==> src/hdl/ipid_pkg.sv <==
package ipid_pkg;

  // value format
  localparam int VW = 32;            // value width, two's complement
  localparam int FB = 16;            // fraction bits

  // arithmetic widths
  localparam int BW = VW + 2;        // magnitude width of the widest multiplier operand
  localparam int PL = (BW + 1) / 2;  // low slice of the split operand
  localparam int PH = BW - PL;       // high slice of the split operand
  localparam int MW = VW + BW;       // full unsigned product width
  localparam int QW = MW + 1 - FB;   // rounded product width before saturation
  localparam int TW = VW + 2;        // saturated term, +-(2^(VW+1)-1)
  localparam int SW = VW + 4;        // sum of three terms

  // product lanes
  localparam int NTERM  = 3;
  localparam int TERM_P = 0;
  localparam int TERM_I = 1;
  localparam int TERM_D = 2;

  // back pipeline depth ahead of the output register
  localparam int NSTAGE = 8;

  // queue between front and back
  localparam int QDEPTH = 4;
  localparam int QAW    = $clog2(QDEPTH);

  // configuration port
  localparam int CFG_IDX_W = 4;

  typedef enum logic [CFG_IDX_W-1:0] {
    REG_KP         = CFG_IDX_W'(0),
    REG_KI_DT      = CFG_IDX_W'(1),
    REG_KD_PER_DT  = CFG_IDX_W'(2),
    REG_OUT_LOW    = CFG_IDX_W'(3),
    REG_OUT_HIGH   = CFG_IDX_W'(4),
    REG_SEP_THRESH = CFG_IDX_W'(5),
    REG_STEP_LIMIT = CFG_IDX_W'(6),
    REG_RUN_ENABLE = CFG_IDX_W'(7)
  } reg_idx_e;

  typedef struct packed {
    logic signed [VW-1:0] kp;
    logic signed [VW-1:0] ki_dt;
    logic signed [VW-1:0] kd_per_dt;
    logic signed [VW-1:0] out_low;
    logic signed [VW-1:0] out_high;
    logic        [VW-2:0] sep_thresh;
    logic        [VW-2:0] step_limit;
    logic                 run_enable;
  } cfg_t;

  // one classified sample on its way from front to back
  typedef struct packed {
    logic                 hold;
    logic signed [VW-1:0] e;
    logic signed [VW-1:0] e1;
    logic signed [VW-1:0] e2;
  } item_t;

  typedef struct packed {
    logic full;
    logic empty;
  } q_stat_t;

endpackage

==> src/hdl/ipid_queue.sv <==
module ipid_queue (
  input  logic              clk_i,
  input  logic              rst_ni,
  input  logic              wr_en_i,
  input  ipid_pkg::item_t   wr_item_i,
  input  logic              rd_en_i,
  output ipid_pkg::item_t   rd_item_o,
  output ipid_pkg::q_stat_t stat_o
);

  ipid_pkg::item_t              mem_q [ipid_pkg::QDEPTH];
  logic [ipid_pkg::QAW-1:0]     wr_ptr_q, wr_ptr_d;
  logic [ipid_pkg::QAW-1:0]     rd_ptr_q, rd_ptr_d;
  logic [ipid_pkg::QAW:0]       count_q, count_d;

  // pointer and fill count update
  always_comb begin
    wr_ptr_d = wr_ptr_q;
    rd_ptr_d = rd_ptr_q;
    count_d  = count_q;
    if (wr_en_i) begin
      wr_ptr_d = wr_ptr_q + ipid_pkg::QAW'(1);
    end
    if (rd_en_i) begin
      rd_ptr_d = rd_ptr_q + ipid_pkg::QAW'(1);
    end
    if (wr_en_i && !rd_en_i) begin
      count_d = count_q + (ipid_pkg::QAW+1)'(1);
    end else if (!wr_en_i && rd_en_i) begin
      count_d = count_q - (ipid_pkg::QAW+1)'(1);
    end
  end

  always_ff @(posedge clk_i or negedge rst_ni) begin
    if (!rst_ni) begin
      wr_ptr_q <= '0;
      rd_ptr_q <= '0;
      count_q  <= '0;
    end else begin
      wr_ptr_q <= wr_ptr_d;
      rd_ptr_q <= rd_ptr_d;
      count_q  <= count_d;
    end
  end

  // storage
  always_ff @(posedge clk_i) begin
    if (wr_en_i) begin
      mem_q[wr_ptr_q] <= wr_item_i;
    end
  end

  assign rd_item_o    = mem_q[rd_ptr_q];
  assign stat_o.full  = (count_q == (ipid_pkg::QAW+1)'(ipid_pkg::QDEPTH));
  assign stat_o.empty = (count_q == '0);

endmodule

==> config.mk <==
export PLATFORM = sky130hd
export DESIGN_NAME = ipid_queue
export DESIGN_NICKNAME = d
export VERILOG_FILES = /design/src/hdl/ipid_pkg.sv /design/src/hdl/ipid_queue.sv
export SDC_FILE = /design/constraint.sdc
export NUM_CORES = 1
export LEC_CHECK = 0
export BUFFER_PORTS_ARGS = -buffer_cell sky130_fd_sc_hd__buf_2
export CAP_MARGIN = 20
export CORE_UTILIZATION = 57
export DETAILED_ROUTE_END_ITERATION = 8
export PLACE_DENSITY_LB_ADDON = 0.12
export SLEW_MARGIN = 5
export SYNTH_ARGS = -nofsm -noshare
export SYNTH_HDL_FRONTEND = slang
export SYNTH_SLANG_ARGS = --single-unit
==> constraint.sdc <==
create_clock -name clk_i -period 3.8 [get_ports clk_i]
set_clock_uncertainty 0.1 [all_clocks]
set_input_delay 0.57 -clock clk_i [delete_from_list [all_inputs] [get_ports clk_i]]
set_output_delay 0.57 -clock clk_i [all_outputs]
set_load 0.01 [all_outputs]
==> results.toml <==
[timing]
fmax_mhz = 341
grt_setup_unrepaired = "no"
period_minus_slack_ns = 2.94
hold_slack_ns = 0.161
worst_pin_slew_ns = 0.897
hold_violations = 0
slew_violations = 0
finalSetupTns_ns = 0
slew_headroom_pct = 40.2
finalSetupViolCount = 0
finalCritPeriodShare_pct = 77.2

[critical_path]
startpoint_type = "register"
endpoint_kind = "output port"
reg2reg_slack_ns = 1.57
crit_required_ns = 3.13
crit_fanout = 42
cp.arrival_ns = 2.27
critPathKind = "reg2out"

[finish]
drive_gt1_share_pct = 47.1
fin_cells = 1126
utilization_pct = 69.7
final_area_mm2 = 0.0171
area_growth_pct = 19.1
layout.nets = 881

[grt]
antenna_found_initial = 5
first_global_vias = 6978
track_usage_pct = 21.0
overflow = 0
grt_pass1_wl_mm = 39.9
grt_max_degree = 56

[die]
initial_utilization_pct = 58.5
coreArea_mm2 = 0.0245
rows = 57
die_w_um = 161
fp.dieH_um = 161
io_pins = 200
dieArea_mm2 = 0.0258

[power_and_ir_drop]
power_leakage_nw = 5.88
p_int_mw = 9.66
clock_power_share_pct = 27.9
comb_power_share_pct = 27.4
p_per_area_mw_per_mm2 = 783
pwr-share-seq_pct = 44.7
sw_frac_of_total_pct = 27.9
ir_drop_mv = 0.577
switchingPower_mw = 3.74

[cts]
clkLatencyLatePin_ns = 0.52
cts-resized-gates = 0
cts_made_buffers = 40
cts_setup_buffers = 0
htree_levels = 2
root_buffer = "clkbuf_16"
clk_pin_slew_ns = 0.06
cts_max_path_buffers = 3
cts_tree = "done"
cts_sinks = 395

[drt]
post_drt_wl_per_cell_um = 22.9
viasPerCell = 5.71
num_vias = 6428
first_pass_iters = 4
ant_nets = 0
post-route-drc-count = 0
drt_iter0_drc = 435
finalWirelength_mm = 25.7

[place]
portBuffers = 199
place_inst = 1055
placed_area_mm2 = 0.0158
place_hpwl_mm = 15.4
gp_congestion = 0.737

[logic_synthesis]
synth_seq_area_share_pct = 82.4
yosys_warnings = 0
synth_seq_cells = 395
yosysUniqueCellTypes = 20
syn_inst = 541
netlist_area_mm2 = 0.0144
synthesis.nets = 648
syn_area_per_cell_um2 = 26.5

[min_path]
hold_class = "in2reg"

[status]
status = "finished, final reports clean"

[job]
max-cap-violations = 0
## cells in the mapped netlist
library cell  number  area share [%]
nor3_1             1           0.035
edfxtp_1         388              81
nand2_1            2           0.052
fa_1               1            0.14
xor2_1             4            0.24
nor2_1             1           0.026
inv_1              4            0.10
buf_6              2            0.16
xnor2_1            2            0.12
buf_4              1           0.052
ha_1               5            0.44
and2_1             4            0.17
buf_2             12            0.42
nor3b_1            1           0.052
mux4_2            97              15
mux2_2             1           0.078
clkbuf_1           6            0.16
buf_12             1            0.14
dfrtp_1            7             1.2
o21ai_0            1           0.035
## final cells by class
cell class | count | area (um^2)
clock buffer | 46 | 1070
clock inverter | 21 | 185
timing repair buffer | 213 | 1190
multi-input combinational | 120 | 2390
inverter | 4 | 15.0
fill | 1561 | 7430
tap | 324 | 405
sequential | 395 | 11800
antenna | 3 | 7.51
## cells by family (layout without fill, tap and decap cells)
group	after synthesis	in the layout	synth area share (%)
simple gates	9	9	0.340
other cells	0	3	0
fa+ha+maj	6	6	0.575
buf+inv	26	284	1.03
compound gates	1	1	0.0348
xor+xnor	6	6	0.366
flops	395	395	82.4
mux	98	98	15.3
## metrics by stage
stage,setup slack [ns],power [mW]
global placement,1.40,9.74
finish,0.865,13.4
global route,0.764,14.0
detailed placement,1.38,9.84
floorplan,0.374,8.45
CTS,0.819,13.6
## layout by cell type, fill, tap and decap left out, types with 3 or more instances in the layout
cell type	count
and2_4	4
buf_12	7
buf_2	199
buf_4	6
bufinv_16	3
clkbuf_16	41
clkbuf_8	3
clkinv_1	5
clkinv_2	9
clkinvlp_4	3
dfrtp_1	5
diode_2	3
edfxtp_1	388
ha_1	5
inv_1	4
mux4_2	97
xor2_1	4
## final timing paths
check	start	end	depth (start not counted)
min reg2reg	count_q[2]	count_q[2]	1
max	rd_ptr_q[1]	rd_item_o[11]	3
max reg2reg	wr_ptr_q[0]	mem_q[0][85]	4
min in group asynchronous	rst_ni	wr_ptr_q[0]	2
min	wr_item_i[10]	mem_q[2][10]	1
max in group asynchronous	rst_ni	rd_ptr_q[1]	2
## registers in the layout, indices dropped and copies added, names as in the netlist
| signal | count |
|---|---|
| wr_ptr_q | 2 |
| mem_q | 388 |
| count_q | 3 |
| rd_ptr_q | 2 |
## routing by layer
metal | track usage [%] | up-vias | part of all wire, %
met1 | 26.9 | 3371 | 39
met3 | 5.37 | 39 | 7.0
met5 | 0 | - | 0.050
met4 | 6.78 | 2 | 2.1
met2 | 35.5 | 218 | 51
li1 | - | 2798 | -
## critical path, cell delays in order, from the launching register on
cell	delay, ns
dfrtp_4	0.87
buf_4	0.36
mux4_2	0.34
buf_2	0.16
## what timing repair did
item	CTS	global route
hold buffers	1	0
setup endpoints to repair	0	0
endpoints found under the hold margin	7	0
## power groups by stage
| stage | Sequential (mW) | Clock [mW] | Combinational, mW |
|---|---|---|---|
| floorplan | 5.98 | 0 | 2.48 |
| global placement | 6.03 | 0 | 3.70 |
| CTS | 6.01 | 3.82 | 3.77 |
| global route | 6.07 | 3.98 | 3.95 |
| detailed placement | 6.10 | 0 | 3.75 |
| finish | 5.99 | 3.73 | 3.67 |
Note: power is estimated with default switching activity, not from simulation.
