`src/hdl/ipid_pkg.sv`:
```
package ipid_pkg;

  // value format
  localparam int VW = 32;            // value width, two's complement
  localparam int FB = 16;            // fraction bits

  // arithmetic widths
  localparam int BW = VW + 2;        // magnitude width of the widest multiplier operand
  localparam int PL = (BW + 1) / 2;  // low slice of the split operand
  localparam int PH = BW - PL;       // high slice of the split operand
  localparam int MW = VW + BW;       // full unsigned product width
  localparam int QW = MW + 1 - FB;   // rounded product width before saturation
  localparam int TW = VW + 2;        // saturated term, +-(2^(VW+1)-1)
  localparam int SW = VW + 4;        // sum of three terms

  // product lanes
  localparam int NTERM  = 3;
  localparam int TERM_P = 0;
  localparam int TERM_I = 1;
  localparam int TERM_D = 2;

  // back pipeline depth ahead of the output register
  localparam int NSTAGE = 8;

  // queue between front and back
  localparam int QDEPTH = 4;
  localparam int QAW    = $clog2(QDEPTH);

  // configuration port
  localparam int CFG_IDX_W = 4;

  typedef enum logic [CFG_IDX_W-1:0] {
    REG_KP         = CFG_IDX_W'(0),
    REG_KI_DT      = CFG_IDX_W'(1),
    REG_KD_PER_DT  = CFG_IDX_W'(2),
    REG_OUT_LOW    = CFG_IDX_W'(3),
    REG_OUT_HIGH   = CFG_IDX_W'(4),
    REG_SEP_THRESH = CFG_IDX_W'(5),
    REG_STEP_LIMIT = CFG_IDX_W'(6),
    REG_RUN_ENABLE = CFG_IDX_W'(7)
  } reg_idx_e;

  typedef struct packed {
    logic signed [VW-1:0] kp;
    logic signed [VW-1:0] ki_dt;
    logic signed [VW-1:0] kd_per_dt;
    logic signed [VW-1:0] out_low;
    logic signed [VW-1:0] out_high;
    logic        [VW-2:0] sep_thresh;
    logic        [VW-2:0] step_limit;
    logic                 run_enable;
  } cfg_t;

  // one classified sample on its way from front to back
  typedef struct packed {
    logic                 hold;
    logic signed [VW-1:0] e;
    logic signed [VW-1:0] e1;
    logic signed [VW-1:0] e2;
  } item_t;

  typedef struct packed {
    logic full;
    logic empty;
  } q_stat_t;

endpackage

```
`src/hdl/ipid_front.sv`:
```
module ipid_front (
  input  logic              clk_i,
  input  logic              rst_ni,
  input  ipid_pkg::cfg_t    cfg_i,
  input  logic              s_tvalid_i,
  output logic              s_tready_o,
  input  logic signed [ipid_pkg::VW-1:0] setpoint_i,
  input  logic signed [ipid_pkg::VW-1:0] measured_value_i,
  input  ipid_pkg::q_stat_t q_stat_i,
  output logic              push_o,
  output ipid_pkg::item_t   item_o
);

  logic                            fr_valid_q, fr_valid_d;
  logic signed [ipid_pkg::VW-1:0]  sp_q, mv_q;
  logic signed [ipid_pkg::VW-1:0]  e1_q, e2_q;
  logic signed [ipid_pkg::VW:0]    diff;
  logic signed [ipid_pkg::VW-1:0]  e_sat;
  logic                            accept;

  // handshake: the front register empties into the queue
  assign push_o     = fr_valid_q && !q_stat_i.full;
  assign s_tready_o = !fr_valid_q || push_o;
  assign accept     = s_tvalid_i && s_tready_o;

  always_comb begin
    fr_valid_d = fr_valid_q;
    if (accept) begin
      fr_valid_d = 1'b1;
    end else if (push_o) begin
      fr_valid_d = 1'b0;
    end
  end

  // error, saturated to the value range
  always_comb begin
    diff = (ipid_pkg::VW+1)'(sp_q) - (ipid_pkg::VW+1)'(mv_q);
    if (diff[ipid_pkg::VW] != diff[ipid_pkg::VW-1]) begin
      e_sat = diff[ipid_pkg::VW] ? {1'b1, {(ipid_pkg::VW-1){1'b0}}}
                                 : {1'b0, {(ipid_pkg::VW-1){1'b1}}};
    end else begin
      e_sat = diff[ipid_pkg::VW-1:0];
    end
  end

  // classified beat toward the back
  always_comb begin
    item_o.hold = !cfg_i.run_enable;
    item_o.e    = e_sat;
    item_o.e1   = e1_q;
    item_o.e2   = e2_q;
  end

  always_ff @(posedge clk_i or negedge rst_ni) begin
    if (!rst_ni) begin
      fr_valid_q <= 1'b0;
      e1_q       <= '0;
      e2_q       <= '0;
    end else begin
      fr_valid_q <= fr_valid_d;
      if (push_o && cfg_i.run_enable) begin
        e1_q <= e_sat;
        e2_q <= e1_q;
      end
    end
  end

  // input payload
  always_ff @(posedge clk_i) begin
    if (accept) begin
      sp_q <= setpoint_i;
      mv_q <= measured_value_i;
    end
  end

endmodule

```
`config.mk`:
```
export PLATFORM = sky130hd
export DESIGN_NAME = ipid_front
export DESIGN_NICKNAME = d
export VERILOG_FILES = /design/src/hdl/ipid_pkg.sv /design/src/hdl/ipid_front.sv
export SDC_FILE = /design/constraint.sdc
export NUM_CORES = 1
export LEC_CHECK = 0
export BUFFER_PORTS_ARGS = -buffer_cell sky130_fd_sc_hd__buf_2
export CAP_MARGIN = 20
export CORE_AREA = 3 3 151 153
export DETAILED_ROUTE_END_ITERATION = 10
export DIE_AREA = 0 0 154 156
export GPL_TIMING_DRIVEN = 0
export PLACE_DENSITY = 0.57
export SLEW_MARGIN = 20
export SYNTH_ARGS = -nofsm -noshare
export SYNTH_HDL_FRONTEND = slang
export SYNTH_SLANG_ARGS = --single-unit
```
`constraint.sdc`:
```
create_clock -name clk_i -period 3.86 [get_ports clk_i]
set_input_delay 0.965 -clock clk_i [delete_from_list [all_inputs] [get_ports clk_i]]
set_output_delay 0.965 -clock clk_i [all_outputs]
set_load 0.005 [all_outputs]
```
==> results of run 1 <==
-- per-layer routing --
metal | global-route usage [%] | up-vias | wire length, um
met3 | 5.55 | 28 | 1620
li1 | - | 2907 | -
met4 | 7.28 | 0 | 546
met5 | 0 | - | 0
met1 | 25.4 | 2678 | 10400
met2 | 23.6 | 168 | 8230
-- kinds of logic (layout without fill, tap and decap cells) --
| group | count (synthesis) | count (layout) | share of synthesized area (%) |
|---|---|---|---|
| flops | 129 | 129 | 52.2 |
| buf+inv | 66 | 314 | 4.14 |
| simple gates | 303 | 303 | 19.6 |
| mux | 1 | 1 | 0.165 |
| xor+xnor | 20 | 20 | 2.57 |
| fa+ha+maj | 33 | 33 | 6.18 |
| compound gates | 147 | 147 | 15.2 |
-- per-stage QoR --
step / utilization [%] / TNS (ns) / setup WS [ns] / power, W / hold slack [ns]
after floorplan: - / 0 / 0.283 / 0.00246 / 0.470
after global placement: 36.8 / -6.84 / -0.323 / 0.00303 / 0.452
after detailed placement: 37.0 / -7.08 / -0.322 / 0.00306 / 0.458
after CTS: 42.9 / -13.29 / -0.428 / 0.00516 / 0.473
after global routing: 44.0 / -18.75 / -0.610 / 0.00552 / 0.495
final: 44.0 / -12.73 / -0.443 / 0.00522 / 0.468
-- worst min-delay path: stages (launching register included) --
cell and delay [ns]:
sky130_fd_sc_hd__dfrtp_1 0.34, sky130_fd_sc_hd__nand2_1 0.05, sky130_fd_sc_hd__nand2_1 0.05
-- power by group through the flow --
stage	sequential (W)	clock, W	combinational (W)
detailed placement	0.00185	0	0.00121
global placement	0.00184	0	0.00119
floorplan	0.00183	0	0.000629
global route	0.00185	0.00195	0.00172
CTS	0.00182	0.00189	0.00145
finish	0.00182	0.00185	0.00155
-- state kept, by name, summed over array words and instances (netlist names) --
| register | cells |
|---|---|
| e2_q | 32 |
| mv_q | 32 |
| fr_valid_q | 1 |
| sp_q | 32 |
| e1_q | 32 |
-- what timing repair did --
action | 4_1_cts | 5_1_grt
endpoints found under the setup margin | 32 | 34
pin swaps | 20 | 3
cloned | 3 | 0
setup buffers | 40 | 4
resized for setup | 76 | 47
-- final timing paths --
path	slack (ns)	end
max in group asynchronous	2.79	e1_q[10]$_DFFE_PN0P_
min	0.47	e2_q[28]$_DFFE_PN0P_
max reg2reg	-0.36	e1_q[22]$_DFFE_PN0P_
min reg2reg	0.47	e2_q[28]$_DFFE_PN0P_
min in group asynchronous	0.51	e2_q[26]$_DFFE_PN0P_
max	-0.44	item_o[88]
-- cell type report --
cell class,instances,area [um^2]
multi-input combinational,504,3270
tap,280,350
clock buffer,18,429
sequential,129,3550
clock inverter,14,236
inverter,43,161
timing repair buffer,216,1380
buffer,23,166
fill,2114,12200
-- cell usage in the layout (no fill, tap or decap), types with 6 or more instances in the layout --
| cell | n |
|---|---|
| sky130_fd_sc_hd__o21ai_0 | 22 |
| sky130_fd_sc_hd__a21o_1 | 6 |
| sky130_fd_sc_hd__xnor2_1 | 10 |
| sky130_fd_sc_hd__ha_1 | 30 |
| sky130_fd_sc_hd__edfxtp_1 | 64 |
| sky130_fd_sc_hd__inv_1 | 42 |
| sky130_fd_sc_hd__nand2_2 | 9 |
| sky130_fd_sc_hd__nor2_1 | 46 |
| sky130_fd_sc_hd__buf_4 | 43 |
| sky130_fd_sc_hd__and3_1 | 6 |
| sky130_fd_sc_hd__nand2_1 | 154 |
| sky130_fd_sc_hd__xor2_1 | 10 |
| sky130_fd_sc_hd__a31oi_1 | 11 |
| sky130_fd_sc_hd__nor3_1 | 9 |
| sky130_fd_sc_hd__nand2_4 | 22 |
| sky130_fd_sc_hd__clkbuf_1 | 12 |
| sky130_fd_sc_hd__buf_6 | 27 |
| sky130_fd_sc_hd__nand3_1 | 7 |
| sky130_fd_sc_hd__a21oi_2 | 25 |
| sky130_fd_sc_hd__dfrtp_1 | 65 |
| sky130_fd_sc_hd__clkbuf_16 | 17 |
| sky130_fd_sc_hd__a21oi_1 | 37 |
| sky130_fd_sc_hd__nand4_1 | 9 |
| sky130_fd_sc_hd__bufinv_16 | 6 |
| sky130_fd_sc_hd__buf_2 | 150 |
==> results, run 1 <==
- Once the floorplan was initialized, standard cells occupied about a third of the core.
- In this run the critical register-to-register path is launched from sp_q[0]$_DFFE_PP_.
- The max-cap violation count is 0.
- The start point of the worst hold path is e2_q[28]$_DFFE_PN0P_.
- Sequential cells burn between 30% and 40% of the power.
- The cell count of the worst reg-to-reg path is 24.
- The number of slew-limit violations in the final report is 0.
- Once layout is complete, the cells apart from fillers number between 1000 and 1500.
- The H-tree generated during clock tree synthesis spans 4 levels.
- The internal power of the cells totals 0.00361 W.
- The maximum resistive drop on vdd is 289 uV.
- The maximum number of pins on one net before global-route repair is 47.
- The startpoint kind of the worst setup timing path is a flip-flop.
- Per report_power, the clock group accounts for between 30% and 40% of the total.
- The static leakage power is ~4.4 nW.
- The number of top-level design ports is 391.
- Among the stages of the critical path, the cell type that occurs most often is sky130_fd_sc_hd__buf_6.
- After synthesis, the cell types taking the most area are sky130_fd_sc_hd__edfxtp_1 (28%), sky130_fd_sc_hd__dfrtp_1 (24%), sky130_fd_sc_hd__nand2_1 (10%), sky130_fd_sc_hd__ha_1 (5.9%), sky130_fd_sc_hd__a21oi_1 (3.1%).
- Clock tree synthesis inserted a total of 17 buffers.
- Traced cell by cell, the critical path runs through inv_1 -> ha_2 -> inv_2 -> fa_2 -> a211oi_4 -> o21bai_2 -> o2111a_2 -> o21ai_4 -> a21oi_4 -> o211a_4 -> nor2_4 -> buf_6 -> buf_6 -> nand2_1 -> buf_2.
- The final worst-path cycle share is 111%.
- The die extent in x is 154 um.
- The clock latency at the later pin of the worst-skew pair is between 0.4 and 0.5 ns.
- When the netlist entered floorplanning its net count stood at 1024.
- The number of buffers and inverters on the critical path is 5.
- The number of nets in the layout is 1259.
- The final estimated routing congestion in global placement is between 0.8 and 0.9.
- The smallest clock period supported by the final layout is computed as about 4.3 ns.
- The total overflow left after global routing is 0.
- The number of antenna violations at the first check in global routing is 0.
- Port buffering added about 170 buffers.
- The area overhead of the layout relative to synthesis is 40.1%.
- The dominant register cell in the synthesized netlist is sky130_fd_sc_hd__dfrtp_1.
- The final antenna diode count is 0.
- The area fraction of the dominant cell type after synthesis is around 28%.
- In the final routed layout, each cell accounts on average for approximately 17 um.
- The cell at the root of the clock tree is sky130_fd_sc_hd__clkbuf_16.
- For this run, the slowest stage of the critical path takes ~0.39 ns.
- Counting along the longest clock path gives a buffer depth of 2.
- The final reports fail on negative setup slack.
- The slowest library cell on the worst path is sky130_fd_sc_hd__fa_2.
- The max-slew headroom at the worst pin is around 57%.
- The placeable core area is around 0.022 mm^2.
- Power spread over the standard cell area amounts to between 500 and 600 mW/mm^2.
- The count of final hold-check violations is 0.
- The clock tree from TritonCTS is yes.
- The placed standard-cell area is 0.00804 mm^2.
- The critical path in this run is classified as reg2out.
- The average cell area after synthesis is around 10 um^2.
- The via count of the first global-routing pass came to 5839.
- Net switching is 30.9% of the power.
- After synthesis, the netlist uses 63 different library cells.
- The overall global routing resource usage is between 15 and 20%.
- The initialized floorplan defines between 50 and 60 standard-cell rows.
- The cell accounting for the most synthesized area is sky130_fd_sc_hd__edfxtp_1.
- The total wire length is 20.8 mm.
- The iteration count of the initial detailed-routing pass is 5.
- The arrival time at the worst endpoint is roughly 3.3 ns.
- The number of flops mapped to enable cells by yosys is 64.
- In this run the worst hold path is classified as reg2reg.
- The finished cells cover ~0.0095 mm^2.
- sky130_fd_sc_hd__nand2_1 is the most common cell in the netlist.
- Combinational logic burns between 20 and 30% of the power.
- In this run the number of cells on the critical path is 15.
- The routed layout has between 5000 and 6000 vias.
- Between clock sinks in the finished design, the worst skew comes to roughly 0.010 ns.
- The post-CTS clock slew at the launch and capture registers of the worst setup and hold paths is roughly 0.06 ns.
- The run finished, with violations left.
- The worst endpoint required time is between 2 and 3 ns.
- At the pin with the least slew margin, the transition time is about 0.64 ns.
- The die covers ~0.024 mm^2.
- The worst setup path is captured at an output port.
- The number of standard cells after synthesis is roughly 700.
- Sequential elements use 52.2% of the synthesized area.
- The fraction of layout cells with a size suffix above 1 is 36.7%.
- The detailed-route DRC error count is 0.
- Clock tree synthesis found a total of about 130 sinks.
- The first routing iteration left 313 violations.
- After legalization and detailed placement, the total HPWL measured about 16 mm.
- The fraction of registers with async set or reset after synthesis is roughly half.
- The number of placed instances with taps included is roughly 1100.
- The maximum fanout along the worst path is 5.
- Synthesis inferred between 100 and 150 register bits.
- After detailed routing, the number of vias per cell comes to roughly 4.7.
- The highest clock rate is 232 MHz.
- By count the netlist is led by sky130_fd_sc_hd__nand2_1 (185), sky130_fd_sc_hd__dfrtp_1 (65), sky130_fd_sc_hd__edfxtp_1 (64).
- The height of the die is 156 um.
- The switching power is between 0.0015 and 0.002 W.
- The hold buffer count at cts is 0.
- The mapped netlist covers about 0.007 mm^2.
- The count of nets left with antenna violations once routing finished came out at 0.
- The worst hold path was traced through 2 stages.
- Once routing completed, OpenROAD measured the worst setup slack at -0.443 ns.
- The gate family responsible for the most delay along the worst path is compound AO/OA/AOI/OAI gates.
- The count of synthesis-stage warnings from yosys is 0.
- Setup repair after global routing could not meet its margin everywhere.
- The start point of the critical path is sp_q[0]$_DFFE_PP_.
- The global-route wire length before repair is approximately 32 mm.
- Setup violations remaining at the end of the flow were counted as 33.
Power figures use the tool's default switching activity.
==> run 2, diff against run 1 <==
--- a/config.mk
+++ b/config.mk
@@ -7,11 +7,15 @@
 export LEC_CHECK = 0
 export BUFFER_PORTS_ARGS = -buffer_cell sky130_fd_sc_hd__buf_2
 export CAP_MARGIN = 20
-export CORE_AREA = 3 3 151 153
+export CELL_PAD_IN_SITES_DETAIL_PLACEMENT = 0
+export CELL_PAD_IN_SITES_GLOBAL_PLACEMENT = 2
+export CORE_ASPECT_RATIO = 0.7
+export CORE_MARGIN = 3
+export CORE_UTILIZATION = 25
 export DETAILED_ROUTE_END_ITERATION = 10
-export DIE_AREA = 0 0 154 156
 export GPL_TIMING_DRIVEN = 0
-export PLACE_DENSITY = 0.57
+export MAX_ROUTING_LAYER = met4
+export PLACE_DENSITY = 0.79
 export SLEW_MARGIN = 20
 export SYNTH_ARGS = -nofsm -noshare
 export SYNTH_HDL_FRONTEND = slang
==> results, run 2 (synthesized netlist as in run 1, its figures left out) <==
- The max-slew headroom at the worst pin is 57.3% (+0.67 points).
- The final hold slack is 0.362 ns (-0.106 ns).
- The worst endpoint required time is 2.89 ns (about the same).
- The leading cell type in the layout, fill and taps excluded is sky130_fd_sc_hd__nand2_1.
- The cell at the root of the clock tree is sky130_fd_sc_hd__clkbuf_16.
- The final worst-path cycle share was 113% (+1.6 points).
- The iteration count of the initial detailed-routing pass is 5 (unchanged).
- The post-route worst setup slack was -0.505 ns (-0.0627 ns).
- The total wire length is 22.6 mm (+8.8%).
- The library cells used most frequently in the layout, excluding fill and tap cells, are sky130_fd_sc_hd__nand2_1 (151), sky130_fd_sc_hd__buf_2 (144), sky130_fd_sc_hd__dfrtp_1 (65), sky130_fd_sc_hd__edfxtp_1 (64), sky130_fd_sc_hd__nor2_1 (46).
- The number of nets in the layout was 1250 (-0.71%).
- The count of final hold-check violations came to 0 (unchanged).
- The overall global routing resource usage is 15.9% (-1.5 points).
- The core utilization of the finished layout was 36.7% (-7.2 points).
- Setup repair after global routing could not meet its margin everywhere.
- The post-route minimum period came to 4.37 ns (+0.0627 ns).
- The arrival time at the worst endpoint came to 3.40 ns (+0.06 ns).
- The maximum resistive drop on vdd was 313 uV (+8.4%).
- The number of buffers inserted during clock tree synthesis is 17 (unchanged).
- The clock skew after layout was 0.00953 ns (-0.000867 ns).
- The row count is 49 (-9.3%).
- The initial core utilization came to 25.9% (-5.4 points).
- The post-CTS clock slew at the launch and capture registers of the worst setup and hold paths was 0.06 ns (about the same).
- The count of final setup violators is 33 (unchanged).
- The maximum fanout along the worst path was 8 (+3).
- The highest clock rate is 229 MHz (-1.4%).
- The maximum number of pins on one net before global-route repair is 58 (+23%).
- The number of buffers on the longest clock path is 2 (unchanged).
- The hold buffer count at cts is 0 (unchanged).
- The final antenna diode count is 0 (unchanged).
- The measured slew at the worst slew-check pin is 0.634 ns (-0.0100 ns).
- The static leakage power is 4.39 nW (-0.34%).
- The mean number of vias per cell is 4.49 (-4.7%).
- The type of element capturing the critical path is an output port.
- The max-cap violation count was 0 (unchanged).
- The placeable core area was 0.0262 mm^2 (+21%).
- The remaining antenna violation count after routing is 0 (unchanged).
- The H-tree depth is 4 (unchanged).
- The fraction of layout cells with a size suffix above 1 is 36.8% (about the same).
- The post-detailed-placement half-perimeter wirelength is 17.8 mm (+13%).
- The clock latency at the later pin of the worst-skew pair is 0.43 ns (about the same).
- The vias after detailed routing came to 5814 (+0.57%).
- The number of buffer cells added on primary ports came to 167 (unchanged).
- The clock sink count is 129 (unchanged).
- The path category of the worst min-delay check is in2async.
- The height of the die was 144 um (-7.7%).
- The number of top-level design ports was 391 (unchanged).
- The DRC violation total after the first TritonRoute iteration is 349 (+12%).
- The global route total overflow is 0 (unchanged).
- The via count of the first global-routing pass was 5696 (-2.4%).
- The final estimated routing congestion in global placement was 0.823 (-8.0%).
- The final reports fail on negative setup slack.
- The flow ran to the end, but the final reports show violations.
- The global-route wire length before repair is 34.3 mm (+5.8%).
- The number of slew-limit violations in the final report was 0 (unchanged).
- The power density normalized to cell area is 532 mW/mm^2 (-2.8%).
- The number of antenna violations at the first check in global routing came to 0 (unchanged).
- The clock tree from TritonCTS is yes.
- The number of inserted filler cells in the final layout is 2675 (+27%).
- The detailed-route DRC error count is 0 (unchanged).
- The critical path is of the reg2out type.
- The die extent in x is 203 um (+32%).
- The full die area was 0.0293 mm^2 (+22%).
- The startpoint kind of the worst setup timing path is a flip-flop.
- The wire length per cell after detailed routing is 17.5 um (+3.1%).
- Relative to the synthesized area, the layout overhead comes to 41.6%.
[run 2: per-layer routing]
metal  track usage [%]  wire, um  vias up
met4              3.58       208        0
li1                  -         -     2879
met2              21.7      9180      188
met1              23.8     12000     2731
met5                 -         0        -
met3              3.67      1270       16
[run 2: layout make-up]
| type | instances | area [um^2] | share of cell area [%] |
|---|---|---|---|
| inverters | 43 | 161 | 1.68 |
| flip-flops and latches | 129 | 3550 | 36.8 |
| repair buffers | 208 | 1380 | 14.3 |
| multi-input cells | 504 | 3300 | 34.2 |
| plain buffers | 22 | 168 | 1.74 |
| clock inverters | 8 | 86.3 | 0.896 |
| clock buffers | 24 | 544 | 5.65 |
| well taps | 357 | 447 | 4.64 |
[run 2: timing repair]
item / 4_1_cts / 5_1_grt
pin swaps: 17 / 17
gates resized for setup: 83 / 50
setup buffers: 28 / 8
endpoints found under the setup margin: 32 / 33
cloned: 3 / 0
[run 2: critical path, stage by stage (launching register included)]
cell and delay, ns:
sky130_fd_sc_hd__edfxtp_1 0.36, sky130_fd_sc_hd__inv_1 0.07, sky130_fd_sc_hd__ha_2 0.20, sky130_fd_sc_hd__inv_2 0.04, sky130_fd_sc_hd__fa_2 0.36, sky130_fd_sc_hd__a211oi_2 0.24
sky130_fd_sc_hd__o21bai_2 0.11, sky130_fd_sc_hd__o2111a_2 0.30, sky130_fd_sc_hd__o21ai_4 0.27, sky130_fd_sc_hd__a211oi_4 0.11, sky130_fd_sc_hd__or3_1 0.33, sky130_fd_sc_hd__buf_6 0.15
sky130_fd_sc_hd__nand4_1 0.16, sky130_fd_sc_hd__nand2_1 0.11, sky130_fd_sc_hd__buf_2 0.14
[run 2: power by group]
| part | leakage (nW) | switching (W) | internal, W |
|---|---|---|---|
| Combinational | 2.72 | 0.000863 | 0.000728 |
| Clock | 0.310 | 0.000628 | 0.00106 |
| Sequential | 1.36 | 0.000173 | 0.00167 |
[run 2: metrics by stage]
stage                     instances  TNS, ns  area, um^2  power [W]  setup WS [ns]
after global placement         1223    -8.94        8090    0.00309         -0.455
after floorplan                 699        0        6800    0.00246          0.283
after CTS                      1288   -14.86        9330    0.00504         -0.532
final                          1295   -14.80        9630    0.00512         -0.505
after global routing           1295   -19.00        9630    0.00540         -0.633
after detailed placement       1225    -8.99        8150    0.00311         -0.449
[run 2: worst paths after layout]
kind                                     startpoint                endpoint  slack (ns)  cells after the start
max in group asynchronous                    rst_ni    e2_q[30]$_DFFE_PN0P_        2.99                      2
worst min-delay path                         rst_ni  fr_valid_q$_DFFE_PN0P_        0.36                      1
worst max register to register   sp_q[18]$_DFFE_PP_    e1_q[30]$_DFFE_PN0P_       -0.43                     22
worst min register to register  e2_q[4]$_DFFE_PN0P_     e2_q[4]$_DFFE_PN0P_        0.47                      2
worst max-delay path              sp_q[0]$_DFFE_PP_              item_o[86]       -0.51                     14
min in group clk_i              e2_q[4]$_DFFE_PN0P_     e2_q[4]$_DFFE_PN0P_        0.47                      2
